--- config.mk ---
export PLATFORM = sky130hd
export DESIGN_NAME = bounded_ordered_list_engine
export DESIGN_NICKNAME = d
export VERILOG_FILES = /design/src/hw/rtl/bole_pkg.sv /design/src/hw/rtl/bounded_ordered_list_engine.sv /design/src/hw/rtl/bole_list_ram.sv /design/src/hw/rtl/bole_cmp_unit.sv /design/src/hw/rtl/bole_ctrl.sv
export SDC_FILE = /design/constraint.sdc
export NUM_CORES = 1
export LEC_CHECK = 0
export ABC_AREA = 1
export BUFFER_PORTS_ARGS = -buffer_cell sky130_fd_sc_hd__buf_4
export CORE_UTILIZATION = 38
export DETAILED_ROUTE_END_ITERATION = 16
export GPL_ROUTABILITY_DRIVEN = 0
export HOLD_SLACK_MARGIN = 0.06
export PLACE_DENSITY = 0.52
export SYNTH_ARGS = -nofsm -noshare
export SYNTH_HDL_FRONTEND = slang
export SYNTH_SLANG_ARGS = --single-unit
--- constraint.sdc ---
create_clock -name clk -period 6.82 [get_ports clk]
set_input_delay 0.682 -clock clk [delete_from_list [all_inputs] [get_ports clk]]
set_output_delay 0.682 -clock clk [all_outputs]
set_load 0.02 [all_outputs]
--- src/hw/rtl/bole_pkg.sv ---
// Shared types and codes for the bounded ordered list engine.
// No dependencies; imported by every module of the block.
`default_nettype none

package bole_pkg;

  localparam int unsigned DATA_W  = 32;
  localparam int unsigned POS_W   = 5;
  localparam int unsigned COUNT_W = 5;

  // Request codes carried in the input tuser
  typedef enum logic [1:0] {
    REQ_INS_POS  = 2'd0,
    REQ_INS_SORT = 2'd1,
    REQ_REM_POS  = 2'd2,
    REQ_REM_VAL  = 2'd3
  } req_t;

  // Status codes carried in the output tuser
  typedef enum logic [1:0] {
    ST_OK       = 2'd0,
    ST_EMPTY    = 2'd1,
    ST_FULL     = 2'd2,
    ST_NOTFOUND = 2'd3
  } status_t;

  // One finished result handed from the sequencer to the output register
  typedef struct packed {
    status_t                    status;
    logic signed [DATA_W-1:0]   removed_value;
    logic        [COUNT_W-1:0]  entry_count;
  } result_t;

endpackage

`default_nettype wire

--- src/hw/rtl/bounded_ordered_list_engine.sv ---
// Bounded ordered list engine: keeps a head-first list of up to CAPACITY
// signed 32-bit values and serves one request at a time.
// Channels: slave side s_tvalid/s_tready with s_tuser = request code and
// s_tdata = value and position; master side m_tvalid/m_tready with
// m_tuser = status and m_tdata = removed value and entry count.
// A transaction takes one step per list entry it touches, through the RAM's
// read and write ports and the shared comparator. With n the entry count,
// insert at position p clips p to n and remove at position p clips p to
// n-1; requests on a full or empty list finish without touching it.
// One request is in flight at a time; s_tready is high only while the
// sequencer is idle.
// Reset clears the count; entry contents need no clearing.
// The result sits in an output register; the next transaction is accepted
// while it waits, and the sequencer holds its following result until the
// register is taken.
`default_nettype none

module bounded_ordered_list_engine
  import bole_pkg::*;
#(
  parameter int unsigned CAPACITY = 16
) (
  input  logic        clk,
  input  logic        rst,
  input  logic        s_tvalid,
  output logic        s_tready,
  input  logic [39:0] s_tdata,   // [31:0] item_value, [36:32] position, [39:37] zero
  input  logic [1:0]  s_tuser,   // [1:0] req_type
  output logic        m_tvalid,
  input  logic        m_tready,
  output logic [39:0] m_tdata,   // [31:0] removed_value, [36:32] entry_count, [39:37] zero
  output logic [1:0]  m_tuser    // [1:0] status
);

  localparam int unsigned AW = (CAPACITY > 1) ? $clog2(CAPACITY) : 1;
  localparam int unsigned CW = $clog2(CAPACITY + 1);

  logic                     res_valid;
  logic                     res_ready;
  result_t                  res;
  result_t                  out_res;
  logic                     ram_wr_en;
  logic [AW-1:0]            ram_wr_addr;
  logic signed [DATA_W-1:0] ram_wr_data;
  logic [AW-1:0]            ram_rd_addr;
  logic signed [DATA_W-1:0] ram_rd_data;

  bole_ctrl #(
    .CAPACITY (CAPACITY),
    .AW       (AW),
    .CW       (CW)
  ) u_ctrl (
    .clk         (clk),
    .rst         (rst),
    .in_valid    (s_tvalid),
    .in_ready    (s_tready),
    .in_req      (req_t'(s_tuser)),
    .in_val      (s_tdata[31:0]),
    .in_pos      (s_tdata[36:32]),
    .res_valid   (res_valid),
    .res_ready   (res_ready),
    .res         (res),
    .ram_wr_en   (ram_wr_en),
    .ram_wr_addr (ram_wr_addr),
    .ram_wr_data (ram_wr_data),
    .ram_rd_addr (ram_rd_addr),
    .ram_rd_data (ram_rd_data)
  );

  bole_list_ram #(
    .DEPTH (CAPACITY),
    .AW    (AW)
  ) u_ram (
    .clk     (clk),
    .wr_en   (ram_wr_en),
    .wr_addr (ram_wr_addr),
    .wr_data (ram_wr_data),
    .rd_addr (ram_rd_addr),
    .rd_data (ram_rd_data)
  );

  // Output register: load when empty or being drained
  assign res_ready = !m_tvalid || m_tready;

  always_ff @(posedge clk) begin
    if (rst) begin
      m_tvalid <= 1'b0;
    end else if (res_ready) begin
      m_tvalid <= res_valid;
    end
  end

  always_ff @(posedge clk) begin
    if (res_ready && res_valid) begin
      out_res <= res;
    end
  end

  assign m_tdata = {3'b000, out_res.entry_count, out_res.removed_value};
  assign m_tuser = out_res.status;

endmodule

`default_nettype wire

--- src/hw/rtl/bole_list_ram.sv ---
// Entry store of the list: one write port, one read port, registered read data.
// Depends on bole_pkg for the data width.
`default_nettype none

module bole_list_ram
  import bole_pkg::*;
#(
  parameter int unsigned DEPTH = 16,
  parameter int unsigned AW    = 4
) (
  input  logic                     clk,
  input  logic                     wr_en,
  input  logic [AW-1:0]            wr_addr,
  input  logic signed [DATA_W-1:0] wr_data,
  input  logic [AW-1:0]            rd_addr,
  output logic signed [DATA_W-1:0] rd_data
);

  logic signed [DATA_W-1:0] mem [DEPTH];

  // Write one entry per cycle
  always_ff @(posedge clk) begin
    if (wr_en) begin
      mem[wr_addr] <= wr_data;
    end
  end

  // Registered read
  always_ff @(posedge clk) begin
    rd_data <= mem[rd_addr];
  end

endmodule

`default_nettype wire

--- src/hw/rtl/bole_cmp_unit.sv ---
// Shared signed comparator used by the sequencer for every scan step.
// Depends on bole_pkg for the data width.
`default_nettype none

module bole_cmp_unit
  import bole_pkg::*;
(
  input  logic signed [DATA_W-1:0] a,
  input  logic signed [DATA_W-1:0] b,
  output logic                     lt,
  output logic                     eq
);

  // Signed less-than and equality of a against b
  assign lt = (a < b);
  assign eq = (a == b);

endmodule

`default_nettype wire

--- src/hw/rtl/bole_ctrl.sv ---
// Sequencer of the list engine: scans, shifts entries through the RAM port
// one step at a time and builds the result. Depends on bole_pkg, bole_cmp_unit.
`default_nettype none

module bole_ctrl
  import bole_pkg::*;
#(
  parameter int unsigned CAPACITY = 16,
  parameter int unsigned AW       = 4,
  parameter int unsigned CW       = 5
) (
  input  logic                     clk,
  input  logic                     rst,
  input  logic                     in_valid,
  output logic                     in_ready,
  input  req_t                     in_req,
  input  logic signed [DATA_W-1:0] in_val,
  input  logic [POS_W-1:0]         in_pos,
  output logic                     res_valid,
  input  logic                     res_ready,
  output result_t                  res,
  output logic                     ram_wr_en,
  output logic [AW-1:0]            ram_wr_addr,
  output logic signed [DATA_W-1:0] ram_wr_data,
  output logic [AW-1:0]            ram_rd_addr,
  input  logic signed [DATA_W-1:0] ram_rd_data
);

  typedef enum logic [3:0] {
    S_IDLE,
    S_SCAN,
    S_SCAN_CHK,
    S_TAKE,
    S_TAKE_WAIT,
    S_UP,
    S_UP_WR,
    S_DN,
    S_DN_WR,
    S_DONE
  } state_t;

  localparam logic [CW-1:0] CAP_C = CW'(CAPACITY);
  localparam logic [CW-1:0] ONE_C = CW'(1);

  state_t                   state;
  req_t                     req;
  logic signed [DATA_W-1:0] val;
  logic [CW-1:0]            count;
  logic [CW-1:0]            idx;
  logic [CW-1:0]            tgt;
  status_t                  status;
  logic signed [DATA_W-1:0] removed;
  logic                     cmp_lt;
  logic                     cmp_eq;
  logic [CW-1:0]            idx_dec;
  logic [CW-1:0]            idx_inc;

  assign idx_dec = idx - ONE_C;
  assign idx_inc = idx + ONE_C;

  // Shared comparator: stored entry against request value
  bole_cmp_unit u_cmp (
    .a  (ram_rd_data),
    .b  (val),
    .lt (cmp_lt),
    .eq (cmp_eq)
  );

  assign in_ready  = (state == S_IDLE);
  assign res_valid = (state == S_DONE);
  assign res.status        = status;
  assign res.removed_value = removed;
  assign res.entry_count   = COUNT_W'(count);

  // RAM port steering
  always_comb begin
    ram_wr_en   = 1'b0;
    ram_wr_addr = idx[AW-1:0];
    ram_wr_data = ram_rd_data;
    ram_rd_addr = idx[AW-1:0];
    unique case (state)
      S_TAKE:  ram_rd_addr = tgt[AW-1:0];
      S_UP: begin
        ram_rd_addr = idx_dec[AW-1:0];
        if (idx == tgt) begin
          ram_wr_en   = 1'b1;
          ram_wr_data = val;
        end
      end
      S_UP_WR: ram_wr_en = 1'b1;
      S_DN:    ram_rd_addr = idx_inc[AW-1:0];
      S_DN_WR: ram_wr_en = 1'b1;
      default: ;
    endcase
  end

  // Sequencer
  always_ff @(posedge clk) begin
    if (rst) begin
      state   <= S_IDLE;
      count   <= '0;
      idx     <= '0;
      tgt     <= '0;
      req     <= REQ_INS_POS;
      val     <= '0;
      status  <= ST_OK;
      removed <= '0;
    end else begin
      unique case (state)
        S_IDLE: begin
          if (in_valid) begin
            req     <= in_req;
            val     <= in_val;
            status  <= ST_OK;
            removed <= '0;
            idx     <= '0;
            unique case (in_req)
              REQ_INS_POS: begin
                if (count == CAP_C) begin
                  status <= ST_FULL;
                  state  <= S_DONE;
                end else begin
                  // clip to tail
                  tgt   <= (32'(in_pos) > 32'(count)) ? count : CW'(in_pos);
                  idx   <= count;
                  state <= S_UP;
                end
              end
              REQ_INS_SORT: begin
                if (count == CAP_C) begin
                  status <= ST_FULL;
                  state  <= S_DONE;
                end else begin
                  state <= S_SCAN;
                end
              end
              REQ_REM_POS: begin
                if (count == '0) begin
                  status <= ST_EMPTY;
                  state  <= S_DONE;
                end else begin
                  // clip to last entry
                  tgt   <= (32'(in_pos) >= 32'(count)) ? (count - ONE_C) : CW'(in_pos);
                  state <= S_TAKE;
                end
              end
              REQ_REM_VAL: begin
                if (count == '0) begin
                  status <= ST_EMPTY;
                  state  <= S_DONE;
                end else begin
                  state <= S_SCAN;
                end
              end
            endcase
          end
        end

        // Issue a read of the entry under the scan pointer, or end the scan
        S_SCAN: begin
          if (idx == count) begin
            if (req == REQ_INS_SORT) begin
              tgt   <= count;
              idx   <= count;
              state <= S_UP;
            end else begin
              status <= ST_NOTFOUND;
              state  <= S_DONE;
            end
          end else begin
            state <= S_SCAN_CHK;
          end
        end

        // Check the entry just read
        S_SCAN_CHK: begin
          if (req == REQ_INS_SORT) begin
            if (!cmp_lt) begin
              tgt   <= idx;
              idx   <= count;
              state <= S_UP;
            end else begin
              idx   <= idx_inc;
              state <= S_SCAN;
            end
          end else begin
            if (cmp_eq) begin
              removed <= ram_rd_data;
              state   <= S_DN;
            end else begin
              idx   <= idx_inc;
              state <= S_SCAN;
            end
          end
        end

        S_TAKE: state <= S_TAKE_WAIT;

        S_TAKE_WAIT: begin
          removed <= ram_rd_data;
          idx     <= tgt;
          state   <= S_DN;
        end

        // Shift toward the tail, then drop the value into its slot
        S_UP: begin
          if (idx == tgt) begin
            count <= count + ONE_C;
            state <= S_DONE;
          end else begin
            state <= S_UP_WR;
          end
        end

        S_UP_WR: begin
          idx   <= idx_dec;
          state <= S_UP;
        end

        // Shift toward the head over the removed slot
        S_DN: begin
          if (idx_inc == count) begin
            count <= count - ONE_C;
            state <= S_DONE;
          end else begin
            state <= S_DN_WR;
          end
        end

        S_DN_WR: begin
          idx   <= idx_inc;
          state <= S_DN;
        end

        S_DONE: begin
          if (res_ready) begin
            state <= S_IDLE;
          end
        end

        default: state <= S_IDLE;
      endcase
    end
  end

  // Count stays within capacity
  a_count_bound: assert property (@(posedge clk) disable iff (rst)
    count <= CAP_C)
    else $error("list count above capacity");

  // An accepted transaction starts work
  a_accept_busy: assert property (@(posedge clk) disable iff (rst)
    in_valid && in_ready |=> state != S_IDLE)
    else $error("accepted transaction did not start");

  // A handed-off result returns the sequencer to idle
  a_done_idle: assert property (@(posedge clk) disable iff (rst)
    res_valid && res_ready |=> state == S_IDLE)
    else $error("sequencer did not return to idle");

  // Writes land inside the list storage
  a_wr_range: assert property (@(posedge clk) disable iff (rst)
    ram_wr_en |-> idx < CAP_C)
    else $error("write outside the list storage");

  // Count changes only on completing a transaction
  a_count_hold: assert property (@(posedge clk) disable iff (rst)
    (state != S_UP && state != S_DN) |=> $stable(count))
    else $error("count changed outside a completing step");

endmodule

`default_nettype wire

==> out/metrics.yaml, run 1 <==
status: "completed"
cts_hold_buf: 0
crit_buf_inv: 1
cp_data_required_time_ps: 7300
first_global_vias: 18512
worstMarginPinSlew_ps: 1210
slew_violations: 0
ys_ff_latch: 671
design.die.area_mm2: 0.0765
cts_root_buffer: "clkbuf_16"
crit_path_max_fanout: 180
fin_util_pct: 43.9
ys_seq_area_share_pct: 66.1
antenna_found_initial: 2
totalPowerFinal_w: 0.0142
startpoint: "u_ctrl.state[2]"
pwr_density_cell_mw_per_mm2: 434
crit_type: "reg2reg"
portBuffers: 83
slowest_delay_ps: 850
max_freq_ghz: 0.272
antennaDiodeCount: 0
period_share_pct: 53.9
r2r_end: "u_ram.rd_data[2]"
ff2ff_setup_slack_ps: 3140
syn_area_per_cell_um2: 11.4
fin_tns_setup_ps: 0
p_leak_nw: 12.0
ys_types: 39
clock_sinks: 671
cts_setup_buffers: 0
fill_cells: 6881
rr_worst_depth: 10
cts_tree: "done"
die_x_um: 277
cp_slowest_cell: "nand2_8"
worst_slew_margin_rel_pct: 19.3
antenna_left: 0
cp_cell_sequence: "nor2_2, nand2_2, nand3_4, nand2_8, buf_12, nand2_1, o211ai_1, o21ai_1, o211ai_1, nand2_1"
grt_pass1_wl_um: 116000
setup_viol: 0
grt_max_degree: 181
hpwlAfterDp_um: 42100
cp_num_cells: 10
worstSetupEndpointType: "flip-flop"
fin_cells: 3608
rsz0062_at_grt: "false"
num_rows: 100
crit_arrival_ps: 4160
coreArea_mm2: 0.0746
cts.repair.resized: 0
drc: 0
finalHoldViolCount: 0
wl_per_cell_um: 21.4
fin_worst_skew_ps: 20.6
placedCellCount: 3479
die_y_um: 277
critical_path.top_delay_family: "simple AND/OR/NAND/NOR gates"
finalNetCount: 2673
dr.pass1.iters: 6
drtIter0Drc: 1784
layout-drive-gt1-share_pct: 10.8
num_vias: 19182
htreeDepth: 3
reg2reg_from: "u_ctrl.state[2]"
clkLatencyLatePin_ps: 610
synth_area_mm2: 0.0286
cts_buffers: 71
clk_pin_slew_ps: 60
worstHoldPathType: "in2reg"
track_usage_pct: 20.0
yosys_warnings: 0
start_util_pct: 38.4
peakVddDrop_uv: 307
syn_inst: 2515
worstSetupEndpoint: "u_ram.rd_data[2]"
ios: 90
wl_um: 77200
max_cap_viol_count: 0
cts_buffer_depth: 3
hold_slack_ps: 331
via_per_inst: 5.32
grt_overflow_total: 0
area_delta_synth_final_pct: 14.2
critPathLaunchType: "flip-flop"
period_needed_ps: 3680
worst register-to-register path, stage by stage (launching register included):
cell and delay, ps:
dfxtp_1 440, nor2_2 120, nand2_2 200, nand3_4 530, nand2_8 880, buf_12 590
nand2_1 300, o211ai_1 120, o21ai_1 100, o211ai_1 210, nand2_1 80
registers in the layout, summed over array words and instances, names as in the netlist:
signal	count
u_ctrl.tgt	5
u_ctrl.state	4
u_ctrl.removed	32
u_ctrl.val	32
u_ctrl.count	5
u_ctrl.status	2
u_ctrl.idx	5
m_tdata	37
u_ram.mem	512
m_tuser	2
u_ctrl.req	2
m_tvalid	1
u_ram.rd_data	32
final cells by class:
cell class / instances / area, um^2 / area share, %
Clock buffer: 95 / 1980 / 6.05
Clock inverter: 34 / 329 / 1.01
Inverter: 263 / 990 / 3.02
Multi-Input combinational cell: 1426 / 8100 / 24.8
Sequential cell: 671 / 18900 / 57.9
Tap cell: 969 / 1210 / 3.71
Timing Repair Buffer: 150 / 1160 / 3.56
per-layer routing:
layer  global-route usage, %  vias up  wire length [um]
met4                    5.73        0              1620
met1                    26.3     9389             33800
met3                    3.03      111              3850
met5                       0        -                 0
li1                        -     9178                 -
met2                    34.2      504             37900
synth_stat cells, drive strengths merged:
| cell type | n | area, um^2 |
|---|---|---|
| xor2 | 11 | 96.3 |
| nor3b | 1 | 7.51 |
| o31ai | 1 | 7.51 |
| o21ai | 161 | 810 |
| o21bai | 105 | 788 |
| xnor2 | 4 | 35.0 |
| a211oi | 2 | 15.0 |
| o22ai | 6 | 43.8 |
| o21a | 2 | 15.0 |
| nor2 | 74 | 288 |
| o2111ai | 2 | 17.5 |
| nand3 | 95 | 475 |
| ha | 44 | 551 |
| a31oi | 3 | 18.8 |
| nand2 | 407 | 1540 |
| a21oi | 216 | 1080 |
| edfxtp | 551 | 16500 |
| clkbuf | 55 | 206 |
| a311oi | 1 | 8.76 |
| clkinv | 2 | 7.51 |
| o211ai | 258 | 1940 |
| inv | 261 | 980 |
| buf | 102 | 584 |
| nand4 | 13 | 81.3 |
| conb | 1 | 3.75 |
| nor4 | 5 | 31.3 |
| or2 | 1 | 6.26 |
| dfxtp | 120 | 2400 |
| a21o | 1 | 7.51 |
| nor3 | 8 | 40.0 |
| a221oi | 2 | 17.5 |
placed cells by master (no fill, tap or decap), drive strengths merged, types with 74 or more instances in the layout:
master,n
edfxtp,551
clkbuf,95
o211ai,258
o21ai,161
nor2,74
buf,150
nand3,95
a21oi,216
dfxtp,120
nand2,407
inv,263
o21bai,105
worst min path at each step:
stage,startpoint,end,slack [ps],cells after the start
2_1_floorplan,u_ctrl.count[2],m_tdata[34],400,0
4_1_cts,s_tdata[0],u_ctrl.val[0],290,3
6_report,s_tdata[0],u_ctrl.val[0],330,3
5_1_grt,s_tdata[0],u_ctrl.val[0],360,3
3_3_place_gp,u_ctrl.removed[3],m_tdata[3],420,0
3_5_place_dp,u_ctrl.removed[0],m_tdata[0],410,0
per-stage QoR:
step	cell area, um^2	setup slack (ps)
3_5_place_dp	30400	3170
3_3_place_gp	30400	3220
4_1_cts	32700	3130
2_1_floorplan	28700	1810
5_1_grt	32700	2850
6_report	32700	3140
report_power, final:
| group | internal, W | leakage [nW] | switching, W |
|---|---|---|---|
| Sequential | 0.00532 | 5.96 | 0.000267 |
| Combinational | 0.00149 | 4.88 | 0.00329 |
| Clock | 0.00227 | 1.12 | 0.00158 |
| Total | 0.00908 | 12.0 | 0.00513 |
cells by family after synthesis:
| logic type | share of synthesized area [%] |
|---|---|
| AO/OA/AOI/OAI | 16.6 |
| flip-flops | 66.1 |
| AND/OR/NAND/NOR | 8.61 |
| buffers and inverters | 6.21 |
| adder cells (fa/ha/maj) | 1.92 |
| XOR/XNOR | 0.459 |
| other | 0.0131 |
Note: power is estimated with default switching activity, not from simulation.
==> run 2: changes to the inputs <==
PLACE_DENSITY = 0.54   (was 0.52)
clock period = 3.1 ns   (was 6.82 ns; I/O delays follow)
==> run 2 against run 1 <==
  * Cell count rose by 2.1%
  * Largest power group unchanged
  * Routed wire length decreased by 1.6%
  * Critical endpoint is now u_ram.rd_data[12]
  * Via count grew 1.8%
  * Combinational power up 130%
  * Sequential power grew 120%
  * First-iteration DRC count down 22%
  * Clock skew fell by 1.7 ps
  * Highest routed layer unchanged
  * Core utilization grew 1.4 points
  * Sequential share of layout area decreased by 1.8 points
  * Critical path depth rose by 1
==> out/metrics.yaml, run 2 (synthesis gave the netlist of run 1 again) <==
status: "completed"
totalPowerFinal_w: 0.0317  # +120%
fill_cells: 6786  # -1.4%
max_freq_ghz: 0.353  # +30%
holdPathStages: 3  # unchanged
multi_input_area_mm2: 0.00813  # +0.34%
htreeDepth: 3  # unchanged
crit_path_max_fanout: 66  # -63%
setup_viol: 0  # unchanged
area_delta_synth_final_pct: 17.9
critPathLaunchType: "flip-flop"
clock_sinks: 671  # unchanged
worstSetupEndpointType: "flip-flop"
wl_per_cell_um: 20.6  # -3.6%
layout_setup_ws_ps: 264  # -2880 ps
antennaDiodeCount: 0  # unchanged
hpwlAfterDp_um: 44200  # +5.0%
largest-register: "u_ram.mem"
ff2ff_setup_slack_ps: 260  # -2880 ps
p_leak_nw: 12.5  # +4.1%
hold_slack_ps: 106  # -224 ps
coreArea_mm2: 0.0746  # unchanged
peakVddDrop_uv: 459  # +50%
slowest_delay_ps: 390  # -460 ps
worstHoldPathType: "in2reg"
clk_pin_slew_ps: 60  # about the same
pwr_density_cell_mw_per_mm2: 939  # +120%
period_share_pct: 91.5  # +38 points
layout-drive-gt1-share_pct: 12.3  # +1.4 points
fin_util_pct: 45.3  # +1.4 points
drtIter0Drc: 1394  # -22%
antenna_left: 0  # unchanged
largest_reg_flops: 512  # unchanged
track_usage_pct: 19.7  # -0.32 points
design_area_mm2: 0.0338  # +3.2%
place_area_mm2: 0.0312  # +2.5%
design.die.area_mm2: 0.0765  # unchanged
num_vias: 19519  # +1.8%
period_needed_ps: 2840  # -842 ps
grt_overflow_total: 0  # unchanged
ios: 90  # unchanged
cts_root_buffer: "clkbuf_16"
place_ws_ps: 291  # -2880 ps
start_util_pct: 38.4  # unchanged
worstMarginPinSlew_ps: 759  # -452 ps
die_y_um: 277  # unchanged
seq_area_mm2: 0.0189  # unchanged
crit_arrival_ps: 3280  # -880 ps
rsz0062_at_grt: "false"
first_global_vias: 18679  # +0.90%
wl_um: 75900  # -1.6%
grt_max_degree: 89  # -51%
finalHoldViolCount: 0  # unchanged
clkLatencyLatePin_ps: 610  # about the same
cts_tree: "done"
cts_buffers: 70  # -1.4%
fin_worst_skew_ps: 19.0  # -1.66 ps
crit_type: "reg2reg"
via_per_inst: 5.30  # -0.34%
final_common_cell: "edfxtp_1"
slew_violations: 0  # unchanged
grt_pass1_wl_um: 115000  # -0.79%
dr.pass1.iters: 5  # -1
final_cell_mix: "551 x edfxtp_1, 403 x nand2_1, 258 x o211ai_1"
worst_slew_margin_rel_pct: 49.3  # +30 points
die_x_um: 277  # unchanged
cts_buffer_depth: 3  # unchanged
max_cap_viol_count: 0  # unchanged
antenna_found_initial: 2  # unchanged
cp_slowest_cell: "dfxtp_1"
rr_worst_depth: 11  # +1
finalNetCount: 2748  # +2.8%
drc: 0  # unchanged
portBuffers: 83  # unchanged
cp_data_required_time_ps: 3540  # -3760 ps
num_rows: 100  # unchanged
cp_cell_sequence: "nor2_2, nand2_2, nand2_2, o21ai_1, o22ai_4, buf_12, buf_12, o21bai_1, o21ai_1, o211ai_1, nand2_1"
## run 2: changes by cell type in the layout (fill, tap and decap cells not counted), sizes merged
cell / before / now
clkinvlp: 2 / 1
bufinv: 6 / 5
clkbuf: 95 / 96
clkinv: 26 / 24
dlygate4sd3: 0 / 32
inv: 263 / 266
buf: 150 / 194
## run 2: what timing repair did
action	in CTS	in global routing
hold buffers	32	0
endpoints found under the hold margin	34	0
resized for setup	0	0
setup buffers	0	0
## run 2: metal layers
| layer | share of wire (%) | vias to the layer above | GRT usage, % |
|---|---|---|---|
| met5 | 0 | - | 0 |
| li1 | - | 9322 | - |
| met2 | 48 | 570 | 33.2 |
| met3 | 5.2 | 108 | 2.61 |
| met4 | 2.2 | 0 | 6.26 |
| met1 | 44 | 9519 | 26.2 |
## run 2: final timing paths
path | to | start
max | u_ram.rd_data[12] | u_ctrl.state[2]
min reg2reg | m_tdata[0] | u_ctrl.removed[0]
min | u_ctrl.val[13] | s_tdata[13]
max reg2reg | u_ram.rd_data[12] | u_ctrl.state[2]
## run 2: layout make-up
cell class | count | area share, %
Sequential cell | 671 | 56.1
Multi-Input combinational cell | 1426 | 24.1
Timing Repair Buffer | 226 | 6.56
Clock buffer | 96 | 5.69
Tap cell | 969 | 3.59
Inverter | 263 | 2.93
Clock inverter | 33 | 1.04
## run 2: power by group
group / internal [W] / total, W / switching, W
clock: 0.00481 / 0.00831 / 0.00350
combinational: 0.00378 / 0.0111 / 0.00732
sequential: 0.0117 / 0.0123 / 0.000612
## run 2: stage by stage
stage               instances  setup TNS, ps
floorplan                2517         -61430
global placement         3523              0
detailed placement       3523              0
CTS                      3684              0
global route             3684              0
finish                   3684              0
## run 2: critical path, delay by kind of cell (launching register included)
kind | cells | cell delay (ps)
simple gates | 4 | 940
compound gates | 5 | 770
buf+inv | 2 | 540
flops | 1 | 390
